[config.mk]
export PLATFORM = sky130hd
export DESIGN_NAME = sample_running_statistics_unit
export DESIGN_NICKNAME = d
export VERILOG_FILES = /design/src/srs_pkg.sv /design/src/srs_accum.sv /design/src/srs_mul.sv /design/src/srs_div.sv /design/src/srs_sqrt.sv /design/src/sample_running_statistics_unit.sv
export VERILOG_INCLUDE_DIRS = /design/src /design/src/src
export SDC_FILE = /design/constraint.sdc
export NUM_CORES = 2
export LEC_CHECK = 0
export ABC_CLOCK_PERIOD_IN_PS = 11400
export BUFFER_PORTS_ARGS = -buffer_cell sky130_fd_sc_hd__buf_4
export CORE_MARGIN = 8
export CORE_UTILIZATION = 35
export CTS_CLUSTER_DIAMETER = 150
export DETAILED_ROUTE_END_ITERATION = 8
export GPL_ROUTABILITY_DRIVEN = 1
export PLACE_DENSITY = 0.58
export RECOVER_POWER = 100
export SYNTH_ARGS = -nofsm -noshare
export SYNTH_HDL_FRONTEND = slang
export SYNTH_HIERARCHICAL = 1
export SYNTH_SLANG_ARGS = --single-unit
[constraint.sdc]
create_clock -name clk -period 11.4 [get_ports clk]
set_input_delay 0.57 -clock clk [delete_from_list [all_inputs] [get_ports clk]]
set_output_delay 0.57 -clock clk [all_outputs]
set_load 0.05 [all_outputs]
[src/assert_macros.svh]
// Assertion macros shared by the running statistics RTL.
// Included by the files that carry concurrent assertions; depends on nothing.
`ifndef ASSERT_MACROS_SVH
`define ASSERT_MACROS_SVH

// Same-cycle implication, disabled while reset is asserted.
`define SRS_ASSERT_IMP(label, clk, rst_n, ante, cons) \
	label: assert property (@(posedge clk) disable iff (!rst_n) (ante) |-> (cons)) \
		else $error("srs: implication check failed");

// Next-cycle implication, disabled while reset is asserted.
`define SRS_ASSERT_NEXT(label, clk, rst_n, ante, cons) \
	label: assert property (@(posedge clk) disable iff (!rst_n) (ante) |=> (cons)) \
		else $error("srs: next-cycle check failed");

`endif

[src/srs_pkg.sv]
// Types and fixed constants of the running statistics unit.
// Used by every module of the block; depends on nothing.
package srs_pkg;

	localparam int SAMPLE_W   = 16;
	localparam int SUM_W      = 32;
	localparam int SQ_W       = 48;
	localparam int CNT_OUT_W  = 17;
	localparam int MEAN_W     = 20;
	localparam int STD_W      = 19;
	localparam int MEAN_FRAC  = 4;
	localparam int MUL_STEPS  = 32;
	localparam int MEAN_STEPS = SUM_W + MEAN_FRAC;
	localparam int SQRT_SHIFT = 8;

	typedef struct packed {
		logic [SAMPLE_W-1:0] sample;
		logic                restart;
	} in_word_t;

	typedef struct packed {
		logic [CNT_OUT_W-1:0] sample_count;
		logic [MEAN_W-1:0]    mean_q4;
		logic [STD_W-1:0]     std_dev_q4;
		logic [SAMPLE_W-1:0]  minimum;
		logic [SAMPLE_W-1:0]  maximum;
		logic [SAMPLE_W-1:0]  spread;
		logic                 full_res;
	} out_word_t;

	typedef struct packed {
		logic load;
		logic step;
	} unit_ctl_t;

	typedef enum logic [2:0] {
		ST_IDLE,
		ST_LOAD,
		ST_MUL,
		ST_PREP,
		ST_ROOT,
		ST_FIN
	} state_t;

endpackage

[src/srs_accum.sv]
// Accumulator registers: count, sum, sum of squares, minimum and maximum.
// Depends on srs_pkg.
module srs_accum #(
	parameter int CW = 17
) (
	input  logic                            clk,
	input  logic                            arst_n,
	input  logic                            take,
	input  srs_pkg::in_word_t               word,
	output logic [CW-1:0]                   count,
	output logic [srs_pkg::SUM_W-1:0]       sum,
	output logic [srs_pkg::SQ_W-1:0]        sq_sum,
	output logic [srs_pkg::SAMPLE_W-1:0]    min_val,
	output logic [srs_pkg::SAMPLE_W-1:0]    max_val,
	output logic                            full
);

	logic [CW-1:0]                     cnt_q, base_cnt, cnt_d;
	logic [srs_pkg::SUM_W-1:0]         sum_q, base_sum, sum_d;
	logic [srs_pkg::SQ_W-1:0]          sq_q, base_sq, sq_d;
	logic [srs_pkg::SAMPLE_W-1:0]      min_q, base_min, min_d;
	logic [srs_pkg::SAMPLE_W-1:0]      max_q, base_max, max_d;
	logic [2*srs_pkg::SAMPLE_W-1:0]    sq_term;
	logic                              full_q, full_d;

	always_comb begin
		base_cnt = word.restart ? '0 : cnt_q;
		base_sum = word.restart ? '0 : sum_q;
		base_sq  = word.restart ? '0 : sq_q;
		base_min = word.restart ? '1 : min_q;
		base_max = word.restart ? '0 : max_q;
		sq_term  = (2*srs_pkg::SAMPLE_W)'(word.sample) * (2*srs_pkg::SAMPLE_W)'(word.sample);
		full_d   = base_cnt[CW-1];
		cnt_d    = base_cnt;
		sum_d    = base_sum;
		sq_d     = base_sq;
		min_d    = base_min;
		max_d    = base_max;
		if (!full_d) begin
			cnt_d = base_cnt + CW'(1);
			sum_d = base_sum + srs_pkg::SUM_W'(word.sample);
			sq_d  = base_sq + srs_pkg::SQ_W'(sq_term);
			if (word.sample < base_min) begin
				min_d = word.sample;
			end
			if (word.sample > base_max) begin
				max_d = word.sample;
			end
		end
	end

	always_ff @(posedge clk or negedge arst_n) begin
		if (!arst_n) begin
			cnt_q  <= '0;
			sum_q  <= '0;
			sq_q   <= '0;
			min_q  <= '1;
			max_q  <= '0;
			full_q <= 1'b0;
		end else if (take) begin
			cnt_q  <= cnt_d;
			sum_q  <= sum_d;
			sq_q   <= sq_d;
			min_q  <= min_d;
			max_q  <= max_d;
			full_q <= full_d;
		end
	end

	assign count   = cnt_q;
	assign sum     = sum_q;
	assign sq_sum  = sq_q;
	assign min_val = min_q;
	assign max_val = max_q;
	assign full    = full_q;

endmodule

[src/srs_mul.sv]
// Serial shift-and-add multiplier, one multiplier bit per cycle while ctl.step is set, MSB first.
// Depends on srs_pkg.
module srs_mul #(
	parameter int M_W = 48,
	parameter int P_W = 65
) (
	input  logic                              clk,
	input  srs_pkg::unit_ctl_t                ctl,
	input  logic [M_W-1:0]                    mcand,
	input  logic [srs_pkg::MUL_STEPS-1:0]     mplier,
	output logic [P_W-1:0]                    product
);

	logic [M_W-1:0]                   mc_q;
	logic [srs_pkg::MUL_STEPS-1:0]    mp_q;
	logic [P_W-1:0]                   acc_q;

	always_ff @(posedge clk) begin
		if (ctl.load) begin
			mc_q  <= mcand;
			mp_q  <= mplier;
			acc_q <= '0;
		end else if (ctl.step) begin
			acc_q <= {acc_q[P_W-2:0], 1'b0}
				+ P_W'(mp_q[srs_pkg::MUL_STEPS-1] ? mc_q : '0);
			mp_q  <= {mp_q[srs_pkg::MUL_STEPS-2:0], 1'b0};
		end
	end

	assign product = acc_q;

endmodule

[src/srs_div.sv]
// Serial restoring divider, one dividend bit in and one quotient bit out per
// cycle while ctl.step is set; the quotient saturates at its width. Depends on srs_pkg.
module srs_div #(
	parameter int DV_W = 17,
	parameter int Q_W  = 20
) (
	input  logic               clk,
	input  srs_pkg::unit_ctl_t ctl,
	input  logic [DV_W-1:0]    divisor,
	input  logic               din,
	output logic [Q_W-1:0]     quotient
);

	logic [DV_W-1:0] dv_q, rem_q;
	logic [Q_W-1:0]  q_q;
	logic            ovf_q;
	logic [DV_W:0]   trial, diff;
	logic            ge;

	always_comb begin
		trial = {rem_q, din};
		diff  = trial - {1'b0, dv_q};
		ge    = trial >= {1'b0, dv_q};
	end

	always_ff @(posedge clk) begin
		if (ctl.load) begin
			dv_q  <= divisor;
			rem_q <= '0;
			q_q   <= '0;
			ovf_q <= 1'b0;
		end else if (ctl.step) begin
			rem_q <= ge ? diff[DV_W-1:0] : trial[DV_W-1:0];
			q_q   <= {q_q[Q_W-2:0], ge};
			ovf_q <= ovf_q | q_q[Q_W-1];
		end
	end

	assign quotient = ovf_q ? '1 : q_q;

endmodule

[src/srs_sqrt.sv]
// Serial integer square root, two radicand bits in and one root bit out per
// cycle while ctl.step is set. Depends on srs_pkg.
module srs_sqrt #(
	parameter int R_W = 37
) (
	input  logic               clk,
	input  srs_pkg::unit_ctl_t ctl,
	input  logic [2*R_W-1:0]   radicand,
	output logic [R_W-1:0]     root
);

	logic [2*R_W-1:0] x_q;
	logic [R_W+1:0]   rem_q, rem4, trial;
	logic [R_W-1:0]   root_q;
	logic             ge;

	always_comb begin
		rem4  = {rem_q[R_W-1:0], x_q[2*R_W-1 -: 2]};
		trial = {root_q, 2'b01};
		ge    = rem4 >= trial;
	end

	always_ff @(posedge clk) begin
		if (ctl.load) begin
			x_q    <= radicand;
			rem_q  <= '0;
			root_q <= '0;
		end else if (ctl.step) begin
			x_q    <= {x_q[2*R_W-3:0], 2'b00};
			rem_q  <= ge ? rem4 - trial : rem4;
			root_q <= {root_q[R_W-2:0], ge};
		end
	end

	assign root = root_q;

endmodule

[src/sample_running_statistics_unit.sv]
// Top level of the running statistics unit: accumulators, serial arithmetic
// and the sequencer. Depends on srs_pkg, assert_macros.svh and the srs_ units.
//
// Each accepted sample word updates count, sum, sum of squares, minimum and
// maximum, and one result word follows with count, mean and population standard
// deviation (both with 4 fraction bits), minimum, maximum and spread. After
// acceptance the serial multipliers form n*sumsq and sum*sum, then the square
// root delivers one root bit a cycle while the standard deviation divider
// consumes each bit in the cycle after. The mean divider runs alongside the
// multipliers. No new sample word is accepted until the sequencer is idle
// again. A finished result waits in the output register while the next sample
// is already accepted. Once 2^COUNT_BITS samples are held, further samples are
// ignored and flagged with full_res until a restart.
`include "assert_macros.svh"

module sample_running_statistics_unit #(
	parameter int COUNT_BITS = 16
) (
	input  logic               clk,
	input  logic               arst_n,
	input  logic               sample_valid,
	output logic               sample_ready,
	input  srs_pkg::in_word_t  sample_word,
	output logic               result_valid,
	input  logic               result_ready,
	output srs_pkg::out_word_t result_word
);

	localparam int CW         = COUNT_BITS + 1;
	localparam int A_W        = srs_pkg::SQ_W + CW;
	localparam int B_W        = 2 * srs_pkg::SUM_W;
	localparam int CMP_W      = (A_W > B_W) ? A_W : B_W;
	localparam int SQ_STEPS   = (A_W + srs_pkg::SQRT_SHIFT + 1) / 2;
	localparam int STEP_MAX   = (srs_pkg::MUL_STEPS > SQ_STEPS) ? srs_pkg::MUL_STEPS : SQ_STEPS;
	localparam int STEP_W     = $clog2(STEP_MAX + 1);
	localparam int MEAN_CNT_W = $clog2(srs_pkg::MEAN_STEPS + 1);

	srs_pkg::state_t state_q, state_d;
	logic [STEP_W-1:0]     step_q;
	logic [MEAN_CNT_W-1:0] mean_cnt_q;
	logic [srs_pkg::MEAN_STEPS-1:0] mean_x_q;
	logic                  mean_busy;
	logic                  sd_step_s1;
	logic                  fin_go;
	logic                  out_load;
	logic                  result_valid_q;
	srs_pkg::out_word_t    result_word_q;

	srs_pkg::unit_ctl_t mul_ctl, mean_ctl, sq_ctl, sd_ctl;

	logic [CW-1:0]                   acc_cnt;
	logic [srs_pkg::SUM_W-1:0]       acc_sum;
	logic [srs_pkg::SQ_W-1:0]        acc_sq;
	logic [srs_pkg::SAMPLE_W-1:0]    acc_min, acc_max;
	logic                            acc_full;

	logic [A_W-1:0]          prod_a;
	logic [B_W-1:0]          prod_b;
	logic [CMP_W:0]          var_diff;
	logic [A_W-1:0]          var_term;
	logic [2*SQ_STEPS-1:0]   radicand;
	logic [SQ_STEPS-1:0]     root;
	logic [srs_pkg::MEAN_W-1:0] mean_q;
	logic [srs_pkg::STD_W-1:0]  sd_q;

	assign sample_ready = (state_q == srs_pkg::ST_IDLE);
	assign mean_busy    = (mean_cnt_q != '0);
	assign fin_go       = (state_q == srs_pkg::ST_FIN) && !mean_busy && !sd_step_s1
		&& (!result_valid_q || result_ready);

	srs_accum #(.CW(CW)) u_accum (
		.clk     (clk),
		.arst_n  (arst_n),
		.take    (sample_valid && sample_ready),
		.word    (sample_word),
		.count   (acc_cnt),
		.sum     (acc_sum),
		.sq_sum  (acc_sq),
		.min_val (acc_min),
		.max_val (acc_max),
		.full    (acc_full)
	);

	srs_mul #(.M_W(srs_pkg::SQ_W), .P_W(A_W)) u_mul_nsq (
		.clk     (clk),
		.ctl     (mul_ctl),
		.mcand   (acc_sq),
		.mplier  (srs_pkg::MUL_STEPS'(acc_cnt)),
		.product (prod_a)
	);

	srs_mul #(.M_W(srs_pkg::SUM_W), .P_W(B_W)) u_mul_sum2 (
		.clk     (clk),
		.ctl     (mul_ctl),
		.mcand   (acc_sum),
		.mplier  (acc_sum),
		.product (prod_b)
	);

	srs_div #(.DV_W(CW), .Q_W(srs_pkg::MEAN_W)) u_div_mean (
		.clk      (clk),
		.ctl      (mean_ctl),
		.divisor  (acc_cnt),
		.din      (mean_x_q[srs_pkg::MEAN_STEPS-1]),
		.quotient (mean_q)
	);

	always_comb begin
		var_diff = {1'b0, CMP_W'(prod_a)} - {1'b0, CMP_W'(prod_b)};
		var_term = var_diff[CMP_W] ? '0 : var_diff[A_W-1:0];
		radicand = (2*SQ_STEPS)'({var_term, {srs_pkg::SQRT_SHIFT{1'b0}}});
	end

	srs_sqrt #(.R_W(SQ_STEPS)) u_sqrt (
		.clk      (clk),
		.ctl      (sq_ctl),
		.radicand (radicand),
		.root     (root)
	);

	srs_div #(.DV_W(CW), .Q_W(srs_pkg::STD_W)) u_div_sd (
		.clk      (clk),
		.ctl      (sd_ctl),
		.divisor  (acc_cnt),
		.din      (root[0]),
		.quotient (sd_q)
	);

	always_comb begin
		state_d = state_q;
		unique case (state_q)
			srs_pkg::ST_IDLE: begin
				if (sample_valid) begin
					state_d = srs_pkg::ST_LOAD;
				end
			end
			srs_pkg::ST_LOAD: begin
				state_d = srs_pkg::ST_MUL;
			end
			srs_pkg::ST_MUL: begin
				if (step_q == STEP_W'(1)) begin
					state_d = srs_pkg::ST_PREP;
				end
			end
			srs_pkg::ST_PREP: begin
				state_d = srs_pkg::ST_ROOT;
			end
			srs_pkg::ST_ROOT: begin
				if (step_q == STEP_W'(1)) begin
					state_d = srs_pkg::ST_FIN;
				end
			end
			srs_pkg::ST_FIN: begin
				if (fin_go) begin
					state_d = srs_pkg::ST_IDLE;
				end
			end
			default: begin
				state_d = srs_pkg::ST_IDLE;
			end
		endcase
	end

	always_comb begin
		mul_ctl  = '0;
		sq_ctl   = '0;
		sd_ctl   = '0;
		mean_ctl = '0;
		out_load = 1'b0;
		mean_ctl.step = mean_busy;
		sd_ctl.step   = sd_step_s1;
		unique case (state_q)
			srs_pkg::ST_IDLE: begin
			end
			srs_pkg::ST_LOAD: begin
				mul_ctl.load  = 1'b1;
				mean_ctl.load = 1'b1;
			end
			srs_pkg::ST_MUL: begin
				mul_ctl.step = 1'b1;
			end
			srs_pkg::ST_PREP: begin
				sq_ctl.load = 1'b1;
				sd_ctl.load = 1'b1;
			end
			srs_pkg::ST_ROOT: begin
				sq_ctl.step = 1'b1;
			end
			srs_pkg::ST_FIN: begin
				out_load = fin_go;
			end
			default: begin
			end
		endcase
	end

	always_ff @(posedge clk or negedge arst_n) begin
		if (!arst_n) begin
			state_q        <= srs_pkg::ST_IDLE;
			step_q         <= '0;
			mean_cnt_q     <= '0;
			sd_step_s1     <= 1'b0;
			result_valid_q <= 1'b0;
		end else begin
			state_q    <= state_d;
			sd_step_s1 <= sq_ctl.step;
			if (state_q == srs_pkg::ST_LOAD) begin
				step_q <= STEP_W'(srs_pkg::MUL_STEPS);
			end else if (state_q == srs_pkg::ST_PREP) begin
				step_q <= STEP_W'(SQ_STEPS);
			end else if (mul_ctl.step || sq_ctl.step) begin
				step_q <= step_q - STEP_W'(1);
			end
			if (mean_ctl.load) begin
				mean_cnt_q <= MEAN_CNT_W'(srs_pkg::MEAN_STEPS);
			end else if (mean_busy) begin
				mean_cnt_q <= mean_cnt_q - MEAN_CNT_W'(1);
			end
			if (out_load) begin
				result_valid_q <= 1'b1;
			end else if (result_ready) begin
				result_valid_q <= 1'b0;
			end
		end
	end

	always_ff @(posedge clk) begin
		if (mean_ctl.load) begin
			mean_x_q <= {acc_sum, {srs_pkg::MEAN_FRAC{1'b0}}};
		end else if (mean_busy) begin
			mean_x_q <= {mean_x_q[srs_pkg::MEAN_STEPS-2:0], 1'b0};
		end
		if (out_load) begin
			result_word_q.sample_count <= srs_pkg::CNT_OUT_W'(acc_cnt);
			result_word_q.mean_q4      <= mean_q;
			result_word_q.std_dev_q4   <= sd_q;
			result_word_q.minimum      <= acc_min;
			result_word_q.maximum      <= acc_max;
			result_word_q.spread       <= acc_max - acc_min;
			result_word_q.full_res     <= acc_full;
		end
	end

	assign result_valid = result_valid_q;
	assign result_word  = result_word_q;

	`SRS_ASSERT_NEXT(a_accept_loads, clk, arst_n, sample_valid && sample_ready, state_q == srs_pkg::ST_LOAD)
	`SRS_ASSERT_IMP(a_count_limit, clk, arst_n, acc_cnt[CW-1], acc_cnt[CW-2:0] == '0)
	`SRS_ASSERT_IMP(a_mean_done, clk, arst_n, state_q == srs_pkg::ST_FIN, !mean_busy)
	`SRS_ASSERT_IMP(a_min_le_max, clk, arst_n, state_q == srs_pkg::ST_LOAD, acc_min <= acc_max)
	`SRS_ASSERT_IMP(a_sd_window, clk, arst_n, sd_step_s1, state_q == srs_pkg::ST_ROOT || state_q == srs_pkg::ST_FIN)

endmodule

After elaboration in Yosys (flattened, before gate mapping). Index checks and enable logic that the tools add are counted.

Bits in registers: 806.

Add/sub/neg operators: 12. $mul: 1. $lt $le $gt $ge: 5. Equal/unequal tests: 10. Muxes and demuxes: 43. Bitwise gates (word level): 2. Reduce and logical (&&, ||, !) cells: 17.

Operators with widths (number): two-way mux 32 bit (5); two-way mux 73 bit (2); two-way mux 48 bit (3); two-way mux 17 bit (6); two-way mux 16 bit (6); two-way mux 36 bit (2); subtractor 65 x 64 -> 66 bit (1); adder 65 bit (1); two-way mux 65 bit (1); adder 64 bit (1); adder 48 x 32 -> 48 bit (1); greater-or-equal comparator 39 bit (1); two-way mux 37 bit (1); subtractor 37 bit (1); greater-or-equal comparator 18 x 17 -> 1 bit (2); subtractor 17 bit (2); adder 32 x 16 -> 32 bit (1); multiplier 16 x 16 -> 32 bit (1); two-way mux 6 bit (5); one-hot mux 3 bit (6 select lines) (1); adder 17 x 1 -> 17 bit, second input constant (1); > comparator 16 bit (1); < comparator 16 bit (1); subtractor 16 bit (1); other kinds (17) (42).

Depth between registers and ports, before layout.
Depth after elaboration: 7. Gate-level depth with buffers: 24. Mapped depth without buffers: 23.

Modules after synthesis. Netlist, hierarchy kept.

Modules (own cells, without submodules): srs_accum (times used 1, cells an instance 1780, area an instance 15980.3 µm²); sample_running_statistics_unit (times used 1, cells an instance 1179, area an instance 10666.5 µm²); srs_sqrt (times used 1, cells an instance 816, area an instance 8363.0 µm²); srs_mul (u_mul_nsq) (times used 1, cells an instance 842, area an instance 8256.7 µm²); srs_mul (u_mul_sum2) (times used 1, cells an instance 797, area an instance 7642.3 µm²); srs_div (u_div_mean) (times used 1, cells an instance 335, area an instance 3169.3 µm²); srs_div (u_div_sd) (times used 1, cells an instance 342, area an instance 3153.0 µm²).

Worst setup path after synthesis. OpenSTA, ideal clock, no wires.

Path type: flip-flop to flip-flop. From: register mean_cnt_q[0]. To: register result_word_q (netlist bit result_word[0]) (enable). Library setup time: 0.607 ns. Arrival: 7.059 ns. Required time: 10.793 ns. Slack: 3.734 ns. Cell stages (with the launch flop): 8. Path through: dfrtp_1 -> inv_1 -> ha_1 -> nand2_1 -> nor3_1 -> inv_1 -> or4b_2 -> a21oi_1.

Cells in the longest elaborated chain, start to end: 6.

RTL lines: from (decl) (RTL line sample_running_statistics_unit.sv:40) `logic [MEAN_CNT_W-1:0] mean_cnt_q;`; from (signal assigned) (RTL line sample_running_statistics_unit.sv:215) `mean_cnt_q <= MEAN_CNT_W'(srs_pkg::MEAN_STEPS);`; from (signal assigned) (RTL line sample_running_statistics_unit.sv:217) `mean_cnt_q <= mean_cnt_q - MEAN_CNT_W'(1);`; nonzero test 6 bit (RTL line sample_running_statistics_unit.sv:67) `assign mean_busy = (mean_cnt_q != '0);`; via mean_busy (RTL line sample_running_statistics_unit.sv:42) `logic mean_busy;`; zero test 1 bit (RTL line sample_running_statistics_unit.sv:68) `assign fin_go = (state_q == srs_pkg::ST_FIN) && !mean_busy && !sd_step_s1`; logical AND 1 bit (2 in a row) (RTL line sample_running_statistics_unit.sv:68); logical AND 1 bit (RTL line sample_running_statistics_unit.sv:69) `&& (!result_valid_q || result_ready);`; two-way mux 1 bit (RTL line sample_running_statistics_unit.sv:172) `unique case (state_q)`; via out_load (RTL line sample_running_statistics_unit.sv:45) `logic out_load;`; to (decl) (RTL line sample_running_statistics_unit.sv:47) `srs_pkg::out_word_t result_word_q;`.

The timed path passes the listed nets, and every way through them passes these cells. A chain may end at the register's enable or synchronous reset.

Worst setup path after layout.
From: input sample_word[0] (netlist name). To: register u_accum.max_q (netlist bit u_accum/max_val[0]).

Cells in the longest elaborated chain, start to end: 4. Elaborated cells on any way between the ends: 5. Classes of those cells: order compare (1); mux (4).

RTL lines: from (decl) (RTL line sample_running_statistics_unit.sv:23) `input srs_pkg::in_word_t sample_word,`; two-way mux 16 bit (RTL line srs_accum.sv:31) `base_max = word.restart ? '0 : max_q;`; > comparator 16 bit (RTL line srs_accum.sv:46) `if (word.sample > base_max) begin`; two-way mux 16 bit (RTL line srs_accum.sv:46); two-way mux 16 bit * (RTL line srs_accum.sv:39) `if (!full_d) begin`; to (signal assigned) (RTL line srs_accum.sv:65) `max_q <= max_d;`; to (decl) (RTL line srs_accum.sv:22) `logic [srs_pkg::SAMPLE_W-1:0] max_q, base_max, max_d;`.

Mark *: on every way between the ends. The rest lies on a longest branch, timed or not.

==> results_dict.tcl <==
set metrics [dict create \
    ys_ff_latch 814 \
    violations "capacitance limit, slew limit" \
    cts_made_buffers 98 \
    synth-simple-area-share 0.1687 \
    worstPathMaxFanout 101 \
    via_per_inst 5.258 \
    ant_nets 0 \
    synth.distinct_cells 138 \
    placed_area_um2 60020 \
    layout_commonest_cell "nand2_1" \
    final.setup.tns_ps 0 \
    end_kind "flip-flop" \
    worst_pin_slew_ps 4248 \
    slew_headroom -1.832 \
    synth_mux_area_frac 0.05367 \
    rsz0062_at_grt "no" \
    rows 148 \
    status "complete, but fails checks" \
    min_period_ps 7790 \
    start_kind "input port" \
    gr-usage-met1 0.2300 \
    power_w 0.01323 \
    fp.dieW_um 420.4 \
    cpMaxStageDelayCell "clkbuf_1" \
    clockBufferDepth 3 \
    yosys.area_share.xor_xnor 0.04224 \
    synth_compound_area_frac 0.1517 \
    preCtsSetupSlack_ps 4648 \
    crit_top_cell "clkbuf_1" \
    coreArea_um2 162600 \
    path_cells "clkbuf_1, clkbuf_1, clkbuf_1, o21ai_0, clkbuf_1, a311oi_1, clkbuf_1, a22o_1" \
    drive_gt1_frac 0.07785 \
    p_per_area_nw_per_um2 210.3 \
    grt_overflow_total 0 \
    grt_usage 0.1654 \
    initial_core_util 0.3520 \
    fin_area_um2 62900 \
    cts_hold_buf 2 \
    crit_arrival_ps 8430 \
    synth_top_area_share 0.2041 \
    clk_latency_ps 730 \
    die_area_um2 176700 \
    portBuffers 127 \
    die_h_um 420.4 \
    hold_viol_final 0 \
    whs_ps 271.5 \
    wirelength_mm 151.1 \
    slew_violations 1163 \
    yosysSeqAreaShare 0.3660 \
    path_class "input port to flip-flop" \
    h-tree-depth 3 \
    final_nets 6718 \
    mostFrequentLayoutCells "nand2_1, inv_1, nor2_1" \
    cts_setup_buffers 0 \
    synth_edf_count 389 \
    vias 44000 \
    yosys_warnings 6 \
    slowest_delay_ps 1740 \
    wl_per_cell_um 18.06 \
    setup_viol 0 \
    grt.busiest_layer "met2" \
    grt_max_degree 167 \
    gp_congestion 0.8936 \
    synth_cells 6091 \
    remaining_drc_errors 0 \
    holdCritPathClass "input port to flip-flop" \
    fin_crit_sh 0.6834 \
    fin_skew_ps 89.08 \
    ctsResizeCount 0 \
    antenna_found_initial 3 \
    synthFlopType "edfxtp_1" \
    synthArstFlopShare 0.1806 \
    use_met2 0.2701 \
    synth_top_family_by_area "simple AND/OR/NAND/NOR gates" \
    clk_pin_slew_ps 60 \
    maxCapViolCount 23 \
    max_freq_ghz 0.1284 \
    clockRootBuffer "clkbuf_16" \
    yosysTopAreaCell "edfxtp_1" \
    finalWorstSetupSlack_ps 3610 \
    drtIter0Drc 3004 \
    grt_pass1_vias 43310 \
    cts_tree "done" \
    netlist_area_um2 57230 \
    drt_pass1_iterations 6 \
    required_ps 12030 \
    ir_drop_mv 0.2498 \
    cts_sinks 814 \
    yosys-top-cells-area "edfxtp_1, dfxtp_1, ha_1, fa_1, dfrtp_1" \
    boundaryPins 128 \
    area_growth_pct 9.910 \
    grt_pass1_wl_mm 240.7 \
    leakage_nw 26.51 \
    synthAdderAreaFrac 0.1558 \
    syn_avg_cell_area_um2 9.396 \
    dp_hpwl_mm 111.0 \
    use_met3 0.02272 \
]
==> synth_stat cells, types with 23 or more instances <==
library cell    n
a211oi_1       53
clkbuf_1      194
o21ai_0       258
edfxtp_1      389
o21a_1         30
nand2b_1       58
nand2_1       661
mux2_2        146
nor2b_1        93
and3_1         48
fa_1          201
xnor2_1       143
buf_1          23
nand4_1        92
xor2_1        133
a21oi_1       344
a31oi_1        38
or2_2          50
a21o_1        113
ha_1          391
inv_1         584
o211ai_1       37
nor2_1        476
nor4_1         26
dfxtp_1       278
mux2i_1       140
o21bai_1       38
or3_1          24
nand3_1       117
nor3_1         83
dfrtp_1       131
a311oi_1       26
and2_1        144
==> critical path: cells and delay by family <==
kind / cells / cell delay, ps
buffers and inverters: 5 / 6170
AO/OA/AOI/OAI: 3 / 1610
==> logic make-up after synthesis <==
group,Yosys count
AOI/OAI and AO/OA,1265
xor gates and xnor gates,276
adders and majority gates,592
buffers and inverters,863
DFF,814
muxes,288
other,1
and+or+nand+nor,1992
==> sequential cells by signal, summed over array words and instances (netlist names), 16 cells and up <==
signal	flops
mean_x_q	32
result_word	105
u_accum/count	17
u_accum/max_val	16
u_accum/min_val	16
u_accum/sq_sum	48
u_accum/sum	32
u_div_mean/dv_q	17
u_div_mean/q_q	20
u_div_mean/rem_q	17
u_div_sd/dv_q	17
u_div_sd/q_q	19
u_div_sd/rem_q	17
u_mul_nsq/mc_q	48
u_mul_nsq/mp_q	32
u_mul_nsq/product	65
u_mul_sum2/mc_q	32
u_mul_sum2/mp_q	32
u_mul_sum2/product	64
u_sqrt/rem_q	37
u_sqrt/root	37
u_sqrt/x_q	74
==> cell type report <==
class,instances,area (um2)
fill,16490,99680
multi-input combinational,4437,32690
sequential,814,20950
clock buffer,129,2765
tap,2175,2721
inverter,588,2217
clock inverter,57,793.3
timing repair buffer,166,760.7
antenna,2,5.005
==> metrics by stage <==
| stage | util | instances |
|---|---|---|
| global placement | 0.3691 | 8178 |
| global route | 0.3869 | 8366 |
| finish | 0.3869 | 8368 |
| floorplan | - | 6114 |
| detailed placement | 0.3691 | 8178 |
| CTS | 0.3911 | 8366 |
==> where the power goes <==
group / internal [W] / switching (W) / leakage, nW
clock: 0.00203 / 0.00136 / 1.73
combinational: 0.00255 / 0.00376 / 17.5
sequential: 0.00330 / 0.000232 / 7.31
total: 0.00788 / 0.00535 / 26.5
==> final timing paths <==
kind / from / end / slack, ps / depth (start not counted)
hold reg to reg: u_accum/sq_sum[47] / u_mul_nsq/mc_q[47] / 440 / 0
hold / removal: sample_word[13] / u_accum/max_val[12] / 270 / 2
setup / recovery: sample_word[0] / u_accum/max_val[0] / 3610 / 8
max in group asynchronous: arst_n / u_accum/sum[25] / 5420 / 3
setup reg to reg: mean_cnt_q[0] / result_word[35] / 3710 / 10
min in group asynchronous: arst_n / u_accum/sq_sum[1] / 1300 / 2
==> per-layer routing <==
metal  wire length, um  vias up
met2             69030      953
met1             71660    21480
met5                 0        -
met3              6550      211
met4              3880        0
li1                  -    21360
(Power assumes the default switching activity.)
